===== src/hdl/lrgd_pkg.sv =====
// Shared types and constants for the linear regression gradient descent trainer.
// No dependencies; used by every module of the block except lrgd_ram.
`default_nettype none

package lrgd_pkg;

  localparam int ROWS_DEF = 1024;
  localparam int FEAT_DEF = 32;

  localparam int IDX_W  = 6;   // weight index, 32 = bias
  localparam int DATA_W = 32;  // Q16.16 values
  localparam int PROD_W = 64;  // 32x32 product
  localparam int ACC_W  = 56;  // prediction sum, bias plus 32 shifted terms
  localparam int SUM_W  = 66;  // gradient sum over up to 65536 rows
  localparam int ESUM_W = 64;  // squared error sum
  localparam int DEN_W  = 17;  // active row count 1..65536
  localparam int MSE_W  = 48;
  localparam int LR_W   = 16;
  localparam int RC_W   = 11;
  localparam int EP_W   = 16;
  localparam int CFG_W  = 16;
  localparam int CFGI_W = 2;

  localparam logic [IDX_W-1:0] BIAS_IDX = 6'd32;

  localparam logic [RC_W-1:0] ROW_COUNT_RST  = 11'd1;
  localparam logic [EP_W-1:0] EPOCH_COUNT_RST = 16'd1;
  localparam logic [LR_W-1:0] LEARN_RATE_RST  = 16'd655;

  localparam logic [CFGI_W-1:0] CFG_ROW_COUNT   = 2'd0;
  localparam logic [CFGI_W-1:0] CFG_EPOCH_COUNT = 2'd1;
  localparam logic [CFGI_W-1:0] CFG_LEARN_RATE  = 2'd2;

  localparam logic [2:0] KIND_LOAD_FEAT = 3'd0;
  localparam logic [2:0] KIND_LOAD_TGT  = 3'd1;
  localparam logic [2:0] KIND_TRAIN     = 3'd2;
  localparam logic [2:0] KIND_EVAL      = 3'd3;
  localparam logic [2:0] KIND_SET_W     = 3'd4;

  typedef enum logic [1:0] {
    MUL_XW = 2'd0,  // feature times weight
    MUL_XE = 2'd1,  // feature times error
    MUL_EE = 2'd2   // error squared
  } mul_sel_t;

  typedef struct packed {
    logic     ld_feat;
    logic     ld_tgt;
    logic     ld_w;
    mul_sel_t mul_sel;
    logic     acc_en;
    logic     acc_first;
    logic     err_wr;
    logic     sq_acc;
    logic     sq_first;
    logic     g_acc;
    logic     g_first;
    logic     g_bias;
    logic     div_start;
    logic     div_mse;
    logic     step_mul;
    logic     upd;
    logic     emit_w;
    logic     emit_last;
    logic     emit_mse;
  } dp_cmd_t;

  typedef struct packed {
    logic div_done;
  } dp_stat_t;

endpackage

`default_nettype wire


===== src/hdl/lrgd_ctrl.sv =====
// Controller: command decode, epoch/row/feature sequencing, datapath commands.
// Depends on lrgd_pkg.
`default_nettype none

module lrgd_ctrl #(
  parameter int ROWS     = lrgd_pkg::ROWS_DEF,
  parameter int FEATURES = lrgd_pkg::FEAT_DEF
) (
  input  logic                                              clk,
  input  logic                                              rst,
  input  logic                                              start,
  input  logic [2:0]                                        kind,
  input  logic [lrgd_pkg::RC_W-1:0]                         row_count,
  input  logic [lrgd_pkg::EP_W-1:0]                         epoch_count,
  input  lrgd_pkg::dp_stat_t                                stat,
  output logic                                              busy,
  output lrgd_pkg::dp_cmd_t                                 cmd,
  output logic [(ROWS*FEATURES > 1 ? $clog2(ROWS*FEATURES) : 1)-1:0] feat_addr,
  output logic [(ROWS > 1 ? $clog2(ROWS) : 1)-1:0]          row_idx,
  output logic [lrgd_pkg::IDX_W-1:0]                        feat_idx,
  output logic [lrgd_pkg::DEN_W-1:0]                        div_den
);

  localparam int AW = (ROWS*FEATURES > 1) ? $clog2(ROWS*FEATURES) : 1;
  localparam int RW = (ROWS > 1) ? $clog2(ROWS) : 1;
  localparam int XW = lrgd_pkg::IDX_W;
  localparam int DW = lrgd_pkg::DEN_W;
  localparam int EW = lrgd_pkg::EP_W;

  typedef enum logic [17:0] {
    S_IDLE  = 18'h00001,
    S_E_RD  = 18'h00002,
    S_E_MUL = 18'h00004,
    S_E_ACC = 18'h00008,
    S_E_ERR = 18'h00010,
    S_E_SQ  = 18'h00020,
    S_E_SQA = 18'h00040,
    S_G_RD  = 18'h00080,
    S_G_MUL = 18'h00100,
    S_G_ACC = 18'h00200,
    S_G_DST = 18'h00400,
    S_G_DWT = 18'h00800,
    S_G_STP = 18'h01000,
    S_G_UPD = 18'h02000,
    S_M_DST = 18'h04000,
    S_M_DWT = 18'h08000,
    S_M_OUT = 18'h10000,
    S_EMIT  = 18'h20000
  } state_t;

  state_t        state, state_next;
  logic          eval_mode, eval_mode_next;
  logic [EW-1:0] epoch, epoch_next;
  logic [RW-1:0] row_idx_next;
  logic [XW-1:0] feat_idx_next;
  logic [AW-1:0] feat_addr_next;

  logic [DW-1:0] rc_ext;
  logic [DW-1:0] n_m1_full;
  logic [RW-1:0] n_m1;
  logic          last_row;
  logic          last_feat;
  logic          is_bias;

  // active row count clamped to 1..ROWS
  always_comb begin
    rc_ext = DW'(row_count);
    if (rc_ext == '0) begin
      div_den = DW'(1);
    end else if (rc_ext > DW'(ROWS)) begin
      div_den = DW'(ROWS);
    end else begin
      div_den = rc_ext;
    end
    n_m1_full = div_den - DW'(1);
    n_m1      = n_m1_full[RW-1:0];
    last_row  = row_idx == n_m1;
    last_feat = feat_idx == XW'(FEATURES - 1);
    is_bias   = feat_idx == lrgd_pkg::BIAS_IDX;
  end

  assign busy = state != S_IDLE;

  always_comb begin
    state_next     = state;
    eval_mode_next = eval_mode;
    epoch_next     = epoch;
    row_idx_next   = row_idx;
    feat_idx_next  = feat_idx;
    feat_addr_next = feat_addr;
    cmd            = '0;
    cmd.mul_sel    = lrgd_pkg::MUL_XW;

    unique case (state)
      S_IDLE: begin
        if (start) begin
          cmd.ld_feat = kind == lrgd_pkg::KIND_LOAD_FEAT;
          cmd.ld_tgt  = kind == lrgd_pkg::KIND_LOAD_TGT;
          cmd.ld_w    = kind == lrgd_pkg::KIND_SET_W;
          row_idx_next   = '0;
          feat_idx_next  = '0;
          feat_addr_next = '0;
          epoch_next     = '0;
          if (kind == lrgd_pkg::KIND_TRAIN) begin
            eval_mode_next = 1'b0;
            state_next     = (epoch_count == '0) ? S_EMIT : S_E_RD;
          end else if (kind == lrgd_pkg::KIND_EVAL) begin
            eval_mode_next = 1'b1;
            state_next     = S_E_RD;
          end
        end
      end
      S_E_RD: begin
        state_next = S_E_MUL;
      end
      S_E_MUL: begin
        cmd.mul_sel = lrgd_pkg::MUL_XW;
        state_next  = S_E_ACC;
      end
      S_E_ACC: begin
        cmd.acc_en     = 1'b1;
        cmd.acc_first  = feat_idx == '0;
        feat_addr_next = feat_addr + AW'(1);
        if (last_feat) begin
          feat_idx_next = '0;
          state_next    = S_E_ERR;
        end else begin
          feat_idx_next = feat_idx + XW'(1);
          state_next    = S_E_RD;
        end
      end
      S_E_ERR, S_E_SQA: begin
        if (state == S_E_ERR) begin
          cmd.err_wr = 1'b1;
        end else begin
          cmd.sq_acc   = 1'b1;
          cmd.sq_first = row_idx == '0;
        end
        if (state == S_E_ERR && eval_mode) begin
          state_next = S_E_SQ;
        end else if (last_row) begin
          row_idx_next = '0;
          if (eval_mode) begin
            state_next = S_M_DST;
          end else begin
            feat_idx_next  = '0;
            feat_addr_next = '0;
            state_next     = S_G_RD;
          end
        end else begin
          row_idx_next = row_idx + RW'(1);
          state_next   = S_E_RD;
        end
      end
      S_E_SQ: begin
        cmd.mul_sel = lrgd_pkg::MUL_EE;
        state_next  = S_E_SQA;
      end
      S_G_RD: begin
        state_next = is_bias ? S_G_ACC : S_G_MUL;
      end
      S_G_MUL: begin
        cmd.mul_sel = lrgd_pkg::MUL_XE;
        state_next  = S_G_ACC;
      end
      S_G_ACC: begin
        cmd.g_acc      = 1'b1;
        cmd.g_first    = row_idx == '0;
        cmd.g_bias     = is_bias;
        feat_addr_next = feat_addr + AW'(FEATURES);
        if (last_row) begin
          state_next = S_G_DST;
        end else begin
          row_idx_next = row_idx + RW'(1);
          state_next   = S_G_RD;
        end
      end
      S_G_DST: begin
        cmd.div_start = 1'b1;
        state_next    = S_G_DWT;
      end
      S_G_DWT: begin
        if (stat.div_done) begin
          state_next = S_G_STP;
        end
      end
      S_G_STP: begin
        cmd.step_mul = 1'b1;
        state_next   = S_G_UPD;
      end
      S_G_UPD: begin
        cmd.upd      = 1'b1;
        row_idx_next = '0;
        if (is_bias) begin
          epoch_next     = epoch + EW'(1);
          feat_idx_next  = '0;
          feat_addr_next = '0;
          if ((epoch + EW'(1)) == epoch_count) begin
            state_next = S_EMIT;
          end else begin
            state_next = S_E_RD;
          end
        end else if (last_feat) begin
          feat_idx_next = lrgd_pkg::BIAS_IDX;
          state_next    = S_G_RD;
        end else begin
          feat_idx_next  = feat_idx + XW'(1);
          feat_addr_next = AW'(feat_idx + XW'(1));
          state_next     = S_G_RD;
        end
      end
      S_M_DST: begin
        cmd.div_start = 1'b1;
        cmd.div_mse   = 1'b1;
        state_next    = S_M_DWT;
      end
      S_M_DWT: begin
        if (stat.div_done) begin
          state_next = S_M_OUT;
        end
      end
      S_M_OUT: begin
        cmd.emit_mse = 1'b1;
        state_next   = S_IDLE;
      end
      S_EMIT: begin
        cmd.emit_w    = 1'b1;
        cmd.emit_last = is_bias;
        if (is_bias) begin
          state_next = S_IDLE;
        end else if (last_feat) begin
          feat_idx_next = lrgd_pkg::BIAS_IDX;
        end else begin
          feat_idx_next = feat_idx + XW'(1);
        end
      end
      default: begin
        state_next = S_IDLE;
      end
    endcase
  end

  always_ff @(posedge clk) begin
    if (rst) begin
      state     <= S_IDLE;
      eval_mode <= 1'b0;
      epoch     <= '0;
      row_idx   <= '0;
      feat_idx  <= '0;
      feat_addr <= '0;
    end else begin
      state     <= state_next;
      eval_mode <= eval_mode_next;
      epoch     <= epoch_next;
      row_idx   <= row_idx_next;
      feat_idx  <= feat_idx_next;
      feat_addr <= feat_addr_next;
    end
  end

endmodule

`default_nettype wire


===== config.mk =====
export PLATFORM = sky130hd
export DESIGN_NAME = lrgd_ctrl
export DESIGN_NICKNAME = d
export VERILOG_FILES = /design/src/hdl/lrgd_pkg.sv /design/src/hdl/lrgd_ctrl.sv
export SDC_FILE = /design/constraint.sdc
export NUM_CORES = 1
export LEC_CHECK = 0
export BUFFER_PORTS_ARGS = -buffer_cell sky130_fd_sc_hd__buf_2
export CAP_MARGIN = 10
export CORE_AREA = 2 2 114 116
export CTS_CLUSTER_DIAMETER = 100
export DETAILED_ROUTE_END_ITERATION = 10
export DIE_AREA = 0 0 116 118
export HOLD_SLACK_MARGIN = 0.08
export PLACE_DENSITY_LB_ADDON = 0.2
export SLEW_MARGIN = 20
export SYNTH_ARGS = -nofsm -noshare
export SYNTH_HDL_FRONTEND = slang
export SYNTH_SLANG_ARGS = --single-unit

===== constraint.sdc =====
create_clock -name clk -period 7.6 [get_ports clk]
set_input_delay 1.52 -clock clk [delete_from_list [all_inputs] [get_ports clk]]
set_output_delay 1.52 -clock clk [all_outputs]
set_load 0.01 [all_outputs]

## Word-level counts from Yosys, hierarchy flattened

Index checks and enable logic that the tools add are counted.

- Output and inout bits: 69
- Input port bits: 34
- Register bits after elaboration: 66

- $add $sub $neg: 7
- Order comparisons: 1
- Reductions and logical operators: 19
- Muxes and demuxes: 58
- Equal/unequal tests: 39

Operator list:

| cell | number |
|---|---|
| 18-bit one-hot mux with 16 select lines | 1 |
| 18-bit two-way mux | 11 |
| 15-bit two-way mux | 7 |
| 15-bit one-hot mux with 5 select lines | 1 |
| 10-bit two-way mux | 5 |
| 6-bit two-way mux | 8 |
| 10-bit one-hot mux with 4 select lines | 1 |
| 11-bit two-way mux | 3 |
| 16-bit two-way mux | 2 |
| 16-bit one-hot mux with 2 select lines | 1 |
| 6-bit one-hot mux with 5 select lines | 1 |
| 2-bit != test (second input constant) | 10 |
| 18-bit by 1-bit == test with 1-bit output (second input constant) | 1 |
| 18-bit by 10-bit == test with 1-bit output (second input constant) | 1 |
| 18-bit by 11-bit == test with 1-bit output (second input constant) | 1 |
| 18-bit by 12-bit == test with 1-bit output (second input constant) | 1 |
| 18-bit by 13-bit == test with 1-bit output (second input constant) | 1 |
| 18-bit by 14-bit == test with 1-bit output (second input constant) | 1 |
| 18-bit by 15-bit == test with 1-bit output (second input constant) | 1 |
| 18-bit by 16-bit == test with 1-bit output (second input constant) | 1 |
| 18-bit by 17-bit == test with 1-bit output (second input constant) | 1 |
| 18-bit == test (second input constant) | 1 |
| 18-bit by 2-bit == test with 1-bit output (second input constant) | 1 |
| 18-bit by 3-bit == test with 1-bit output (second input constant) | 1 |
| other kinds (42) | 61 |

## Longest topological paths before layout

Gate-level depths: netlist of run 1.

- Depth in word-level cells: 8
- Gate-level depth with buffers: 14

## Least setup slack after synthesis of run 1

No wires, ideal clock.

- Kind: input-to-reg
- Start: input port row_count[3] in the netlist's numbering
- End: register feat_idx[2] in the netlist's numbering
- Data required time: 7529 ps
- Setup slack: 2800 ps
- Cell stages on the path: 13
- Arrival: 4730 ps
- Cell sequence: buf_2 > nor4_1 > a31oi_1 > or2_2 > ha_1 > xnor2_1 > xnor2_1 > a2111oi_2 > o211ai_1 > nor4_4 > o211ai_2 > or4b_1 > a21oi_1

- Cells in the longest elaborated chain, start to end: 7

RTL lines:

| item | line | RTL |
|---|---|---|
| from (decl) | lrgd_ctrl.sv:13 | `input logic [lrgd_pkg::RC_W-1:0] row_count,` |
| 11-bit > comparator | lrgd_ctrl.sv:70 | `end else if (rc_ext > DW'(ROWS)) begin` |
| 11-bit two-way mux | lrgd_ctrl.sv:70 |  |
| 11-bit two-way mux (*) | lrgd_ctrl.sv:68 | `if (rc_ext == '0) begin` |
| 10-bit by 1-bit subtractor with 10-bit output (*) | lrgd_ctrl.sv:75 | `n_m1_full = div_den - DW'(1);` |
| 10-bit == test (*) | lrgd_ctrl.sv:77 | `last_row = row_idx == n_m1;` |
| 2-bit != test (no line) (*) | - |  |
| 6-bit AND reduction (no line) (*) | - |  |
| to (signal assigned) | lrgd_ctrl.sv:256 | `feat_idx <= feat_idx_next;` |
| to (decl) | lrgd_ctrl.sv:20 | `output logic [lrgd_pkg::IDX_W-1:0] feat_idx,` |

Every way passes the cells marked *; elsewhere a longest branch is shown, timed or not.
A chain may end at the register's enable or synchronous reset.

## Worst setup path in the final report of run 1

- Start: input port row_count[0] in the netlist's numbering
- End: register row_idx[6] in the netlist's numbering

- Cells in the longest elaborated chain, start to end: 8

RTL lines:

| item | line | RTL |
|---|---|---|
| 11-bit > comparator | lrgd_ctrl.sv:70 |  |
| 11-bit two-way mux | lrgd_ctrl.sv:70 |  |
| 11-bit two-way mux (*) | lrgd_ctrl.sv:68 |  |
| 10-bit by 1-bit subtractor with 10-bit output (*) | lrgd_ctrl.sv:75 |  |
| 10-bit == test (*) | lrgd_ctrl.sv:77 |  |
| 10-bit two-way mux | lrgd_ctrl.sv:141 | `end else if (last_row) begin` |
| 10-bit two-way mux | lrgd_ctrl.sv:139 | `if (state == S_E_ERR && eval_mode) begin` |
| 10-bit one-hot mux with 4 select lines | lrgd_ctrl.sv:94 | `unique case (state)` |
| to (signal assigned) | lrgd_ctrl.sv:255 | `row_idx <= row_idx_next;` |
| to (decl) | lrgd_ctrl.sv:19 | `output logic [(ROWS > 1 ? $clog2(ROWS) : 1)-1:0] row_idx,` |

Every way passes the cells marked *; elsewhere a longest branch is shown, timed or not. The select of a mux whose other input is x is not followed.

==> out/qor.csv, run 1 <==
stage,metric,value,unit
run_status,status,"finished, final reports clean",
clocking,clkLatencyLatePin,0.33,ns
hold_path,holdCritPathClass,reg -> reg,
global_routing,grt_pass1_vias,4819,
floorplan,top_level_ports,103,
clocking,postCtsHoldBufs,0,
setup_path,r2r-start,state[0]$_SDFFE_PP1P_,
hold_path,whs_path_depth,2,
setup_path,end_kind,flop,
floorplan,row_count,41,
floorplan,die_width,116,um
setup_path,worstSetupPathType,in -> reg,
floorplan,core-area,12400,um^2
setup_path,timing.rr.end,row_idx[6]$_SDFFE_PP0P_,
drt,ant_nets,0,
timing,clock_skew,0.00552,ns
setup_path,worst_path_largest_cell_delay,0.69,ns
timing,rsz0062_at_grt,false,
layout,nets,779,
synthesis,ys_seq_area_share,26.9,%
hold_path,worstHoldStart,feat_addr[9]$_SDFFE_PP0P_,
setup_path,crit_required,7.78,ns
synthesis,synth-seq-cells,66,
clocking,cts.sinks,66,
placed_design,place_hpwl,10900,um
clocking,ctsHtreeMaxLevel,3,
global_routing,grt_use_total,21.2,%
drt,vias,5217,
synthesis,syn_inst,658,
synthesis,syn-cell-area,4910,um^2
setup_path,path_cells,buf_2 > nor4_1 > a31oi_1 > or2_2 > ha_1 > xnor2_1 > xnor2_1 > a2111oi_2 > o211ai_1 > nor4_4 > o21ai_0 > o21ai_1 > nor2_1,
drt,finalWirelength,14700,um
global_routing,grt_overflow,0,
power,irDropWorstVdd,113,uV
clocking,clockBufferDepth,2,
synthesis,synthDominantCellAreaShare,26.9,%
timing,period_needed,5.33,ns
layout,final_cell_mix,"96 x buf_2, 73 x nor2_1, 66 x dfxtp_1",
timing,fin_crit_sh,70.2,%
layout,n_antenna_cell,0,
synthesis,synth-edff-count,0,
synthesis,postSynthAreaPerCell,7.46,um^2
timing,max_slew.worst_pin.slew,1.02,ns
synthesis,ys_types,73,
timing,fmax,0.188,GHz
timing,relSlewSlack,31.8,%
synthesis,ys.flop_type,dfxtp_1,
timing,hold_viol,0,
drt,drc,0,
global_routing,antenna_found_initial,1,
timing,fin_tns_setup,0,ns
setup_path,r2r_setup_slack,4.25,ns
floorplan,initial_core_util,39.5,%
clocking,cts-root-buf,clkbuf_16,
global_routing,grt_max_degree,50,
setup_path,cp-startpoint,row_count[0],
floorplan,die-area,13700,um^2
global_routing,grt_pass1_wl,23500,um
layout,postLayoutCellArea,5810,um^2
clocking,clk_pin_slew_worst_paths,0.06,ns
hold_path,min_to,feat_addr[9]$_SDFFE_PP0P_,
synthesis,yosys_warnings,0,
clocking,post_cts_buffers,0,
drt,routedWlPerCell,16.1,um
setup_path,worst_setup_path_start_kind,primary input,
clocking,tritoncts,yes,
floorplan,die_y,118,um
synthesis,post-synth-top-area-cell,dfxtp_1,
drt,dr.pass1.iters,5,
layout,layout_commonest_cell,buf_2,
clocking,cts_resized,0,
placed_design,port_buffers,96,
layout,syn_to_final_growth,18.5,%
timing,whs,0.497,ns
placed_design,place.gp.congestion,0.956,
timing,setup_violations,0,
synthesis,synth_area_leaders,"dfxtp_1 27%, nor2_1 5.6%, a21oi_1 5.3%, o21ai_0 4.2%, xnor2_1 4.1%",
setup_path,crit_fanout,13,
power,power_density,217,nW/um^2
flow_run,cap_violations,0,
setup_path,arrival,5.52,ns
drt,dr.first_iter.drc_count,419,
drt,vias_per_cell,5.71,
clocking,cts_buffers,9,
power,leakagePower,2.27,nW
setup_path,worst_path_max_delay_cell,nor4_4,
timing,slew_violations,0,
setup_path,rr_worst_depth,9,
synthesis,async_reset_ff_share,0,%
power,power,1.26,mW
layout,drive_above_1_share,17.8,%
placed_design,placed_cell_area,5460,um^2
setup_path,crit_top_cell,xnor2_1,
==> how the worst max path moves through the flow <==
stage,to,slack (ns),cells after the start
floorplan,feat_idx[2]$_SDFFE_PP0P_,2.80,13
global placement,feat_idx[2]$_SDFFE_PP0P_,2.08,13
detailed placement,feat_idx[2]$_SDFFE_PP0P_,1.97,13
CTS,row_idx[6]$_SDFFE_PP0P_,2.27,13
global route,row_idx[3]$_SDFFE_PP0P_,1.82,13
finish,row_idx[6]$_SDFFE_PP0P_,2.27,13
==> power breakdown <==
part	total [mW]	internal (mW)	switching [mW]
logic	0.360	0.129	0.232
registers	0.394	0.361	0.0331
clock network	0.509	0.352	0.157
==> worst max-delay path, delay by kind of cell <==
family	cells	cell delay, ns
compound gates	5	1.52
xor+xnor	2	0.31
fa+ha+maj	1	0.29
buf+inv	1	0.13
simple gates	4	1.73
==> flip-flops by register name, summed over array words and instances, names as in the netlist <==
signal	cells
state	18
epoch	16
feat_addr	15
row_idx	10
feat_idx	6
eval_mode	1
==> cell usage after synthesis, drive strengths merged, types with 15 or more instances <==
library cell and count:
a21oi 52, buf 16, clkbuf 18, dfxtp 66, inv 23, nand2 46, nand3 25, nand3b 15
nand4 20, nor2 73, nor3 20, nor4 21, o21ai 43, or3 22, xnor2 23, xor2 16
==> metrics by stage <==
stage	cells	util [%]	setup WS (ns)
4_1_cts	913	46.8	2.27
5_1_grt	913	46.8	1.82
6_report	913	46.8	2.27
2_1_floorplan	663	-	2.80
3_5_place_dp	898	44.0	1.97
3_3_place_gp	898	44.0	2.08
==> cell type report <==
cell class / count / area [um^2]
fillers: 1306 / 6600
multi-input cells: 540 / 3350
flip-flops and latches: 66 / 1320
repair buffers: 97 / 488
clock buffers: 10 / 229
well taps: 172 / 215
clock inverters: 5 / 128
inverters: 23 / 86.3
==> metal layers <==
layer / up-vias / routed length [um] / global-route usage (%)
li1: 2576 / - / -
met1: 2479 / 6490 / 26.3
met2: 140 / 7210 / 35.7
met3: 22 / 661 / 2.99
met4: 0 / 327 / 9.97
met5: - / 0 / 0
==> cell families (layout without fill, tap and decap cells) <==
group | after synthesis | after routing | synth area share, %
xor gates and xnor gates | 39 | 39 | 6.96
other | 1 | 6 | 0.0764
and+or+nand+nor | 325 | 325 | 37.6
adders and majority gates | 8 | 8 | 2.04
DFF | 66 | 66 | 26.9
AOI/OAI and AO/OA | 158 | 158 | 20.3
muxes | 4 | 4 | 0.816
buffers and inverters | 57 | 135 | 5.25
(Power assumes the default switching activity.)
==> inputs of run 2 (changes only) <==
- clock period: 7.6 -> 5.6 ns (I/O delays scaled with it)
==> out/qor.csv, run 2 (same netlist as run 1, synthesis figures left out) <==
stage,metric,value,unit,change
global_routing,antenna_found_initial,1,,unchanged
setup_path,crit_required,5.86,ns,-1.92 ns
global_routing,grt_pass1_wl,23800,um,+1.3%
clocking,postCtsHoldBufs,0,,unchanged
layout,syn_to_final_growth,18.0,%,
layout,postLayoutCellArea,5790,um^2,-0.41%
layout,final_cell_mix,"96 x buf_2, 73 x nor2_1, 66 x dfxtp_1",,
clocking,cts.sinks,66,,unchanged
clocking,clk_pin_slew_worst_paths,0.06,ns,about the same
timing,period_needed,4.79,ns,
placed_design,place.gp.congestion,0.955,,about the same
placed_design,port_buffers,96,,unchanged
global_routing,grt_overflow,0,,unchanged
setup_path,cp-startpoint,row_count[4],,
global_routing,grt_max_degree,50,,unchanged
floorplan,top_level_ports,103,,unchanged
flow_run,cap_violations,0,,unchanged
floorplan,die_width,116,um,unchanged
floorplan,core-area,12400,um^2,unchanged
drt,drc,0,,unchanged
setup_path,end_kind,flop,,
drt,ant_nets,0,,unchanged
global_routing,grt_pass1_vias,4810,,-0.19%
drt,dr.pass1.iters,7,,+2
timing,max_slew.worst_pin.slew,0.748,ns,-0.275 ns
layout,layout_commonest_cell,buf_2,,
timing,fmax,0.209,GHz,
layout,stdcell_count,917,,+0.44%
floorplan,die-area,13700,um^2,unchanged
setup_path,crit_fanout,13,,unchanged
power,irDropWorstVdd,113,uV,-0.44%
clocking,clkLatencyLatePin,0.33,ns,about the same
drt,vias,5213,,-0.077%
drt,vias_per_cell,5.68,,-0.51%
global_routing,grt_use_total,21.4,%,+0.17 points
timing,fin_tns_setup,0,ns,unchanged
power,power,1.61,mW,+28%
run_status,status,"finished, final reports clean",,
setup_path,r2r-start,state[5]$_SDFFE_PP0P_,,
layout,nets,781,,+0.26%
timing,setup_violations,0,,unchanged
power,power_density,279,nW/um^2,+28%
timing,fin_crit_sh,85.6,%,
clocking,tritoncts,yes,,
power,leakagePower,2.26,nW,-0.46%
hold_path,worstHoldStart,feat_addr[9]$_SDFFE_PP0P_,,
timing,relSlewSlack,49.7,%,+18 points
clocking,cts_resized,0,,unchanged
clocking,cts-root-buf,clkbuf_16,,
layout,top_register,state,,
clocking,post_cts_buffers,0,,unchanged
placed_design,placed_cell_area,5470,um^2,+0.28%
setup_path,worst_setup_path_start_kind,primary input,,
floorplan,row_count,41,,unchanged
floorplan,initial_core_util,39.5,%,unchanged
placed_design,place_inst,900,,+0.22%
setup_path,arrival,5.05,ns,-0.47 ns
drt,dr.first_iter.drc_count,330,,-21%
hold_path,holdCritPathClass,reg -> reg,,
timing,clock_skew,0.0104,ns,+0.00491 ns
clocking,cts_buffers,9,,unchanged
timing,slew_violations,0,,unchanged
timing,hold_viol,0,,unchanged
clocking,ctsHtreeMaxLevel,3,,unchanged
layout,largest_registers,"state x18, epoch x16, feat_addr x15",,
timing,rsz0062_at_grt,false,,
clocking,clockBufferDepth,2,,unchanged
floorplan,die_y,118,um,unchanged
layout,drive_above_1_share,18.3,%,+0.47 points
drt,finalWirelength,14600,um,-0.33%
drt,routedWlPerCell,16.0,um,-0.77%
placed_design,place_hpwl,11000,um,+0.14%
layout,largest_reg_flops,18,,unchanged
setup_path,worstSetupPathType,in -> reg,,
run 2: cell types whose count changed in the layout (fill, tap and decap cells not counted):
cell and delta:
bufinv_16 -3, buf_4 +2, clkbuf_8 +2, clkinv_4 +2
clkbuf_1 -1, clkinvlp_4 +1, diode_2 +1
run 2: final timing paths:
path / cells after the start / slack [ns] / end
worst max-delay path: 14 / 0.81 / feat_idx[2]$_SDFFE_PP0P_
worst min-delay path: 2 / 0.50 / feat_addr[9]$_SDFFE_PP0P_
worst max register to register: 9 / 2.19 / feat_idx[2]$_SDFFE_PP0P_
worst min register to register: 2 / 0.50 / feat_addr[9]$_SDFFE_PP0P_
run 2: area by class of cell:
| type | instances | area (um^2) |
|---|---|---|
| timing repair buffer | 99 | 503 |
| clock inverter | 5 | 62.6 |
| sequential | 66 | 1320 |
| clock buffer | 11 | 253 |
| antenna | 1 | 2.50 |
| fill | 1292 | 6630 |
| tap | 172 | 215 |
| inverter | 23 | 86.3 |
| multi-input combinational | 540 | 3350 |
run 2: per-stage QoR:
stage          setup WS (ns)  hold slack [ns]  utilization, %
2_1_floorplan           1.20            0.454               -
3_3_place_gp           0.695            0.488            44.1
3_5_place_dp           0.561            0.488            44.1
4_1_cts                0.887            0.498            46.6
5_1_grt                0.519            0.533            46.6
6_report               0.807            0.497            46.6
run 2: where the power goes:
group	internal [mW]	total (mW)	switching [mW]
Combinational	0.175	0.492	0.317
Clock	0.370	0.588	0.217
Sequential	0.490	0.535	0.0448
run 2: critical path: stages:
cell and delay [ns]:
buf_2 0.14, nor4_2 0.57, a31oi_1 0.15, or2_2 0.32
ha_1 0.29, xnor2_1 0.17, xnor2_1 0.15, a2111oi_2 0.47
o211ai_1 0.24, nor4_4 0.32, buf_4 0.23, o211ai_2 0.21
or4b_1 0.52, a21oi_1 0.15
run 2: per-layer routing:
layer	global-route usage (%)	routed length [um]	share of wire, %	vias up
met1	27.0	6420	44	2427
met3	3.30	801	5.5	21
met4	8.33	300	2.0	0
li1	-	-	-	2586
met5	0	0	0	-
met2	36.1	7120	49	179
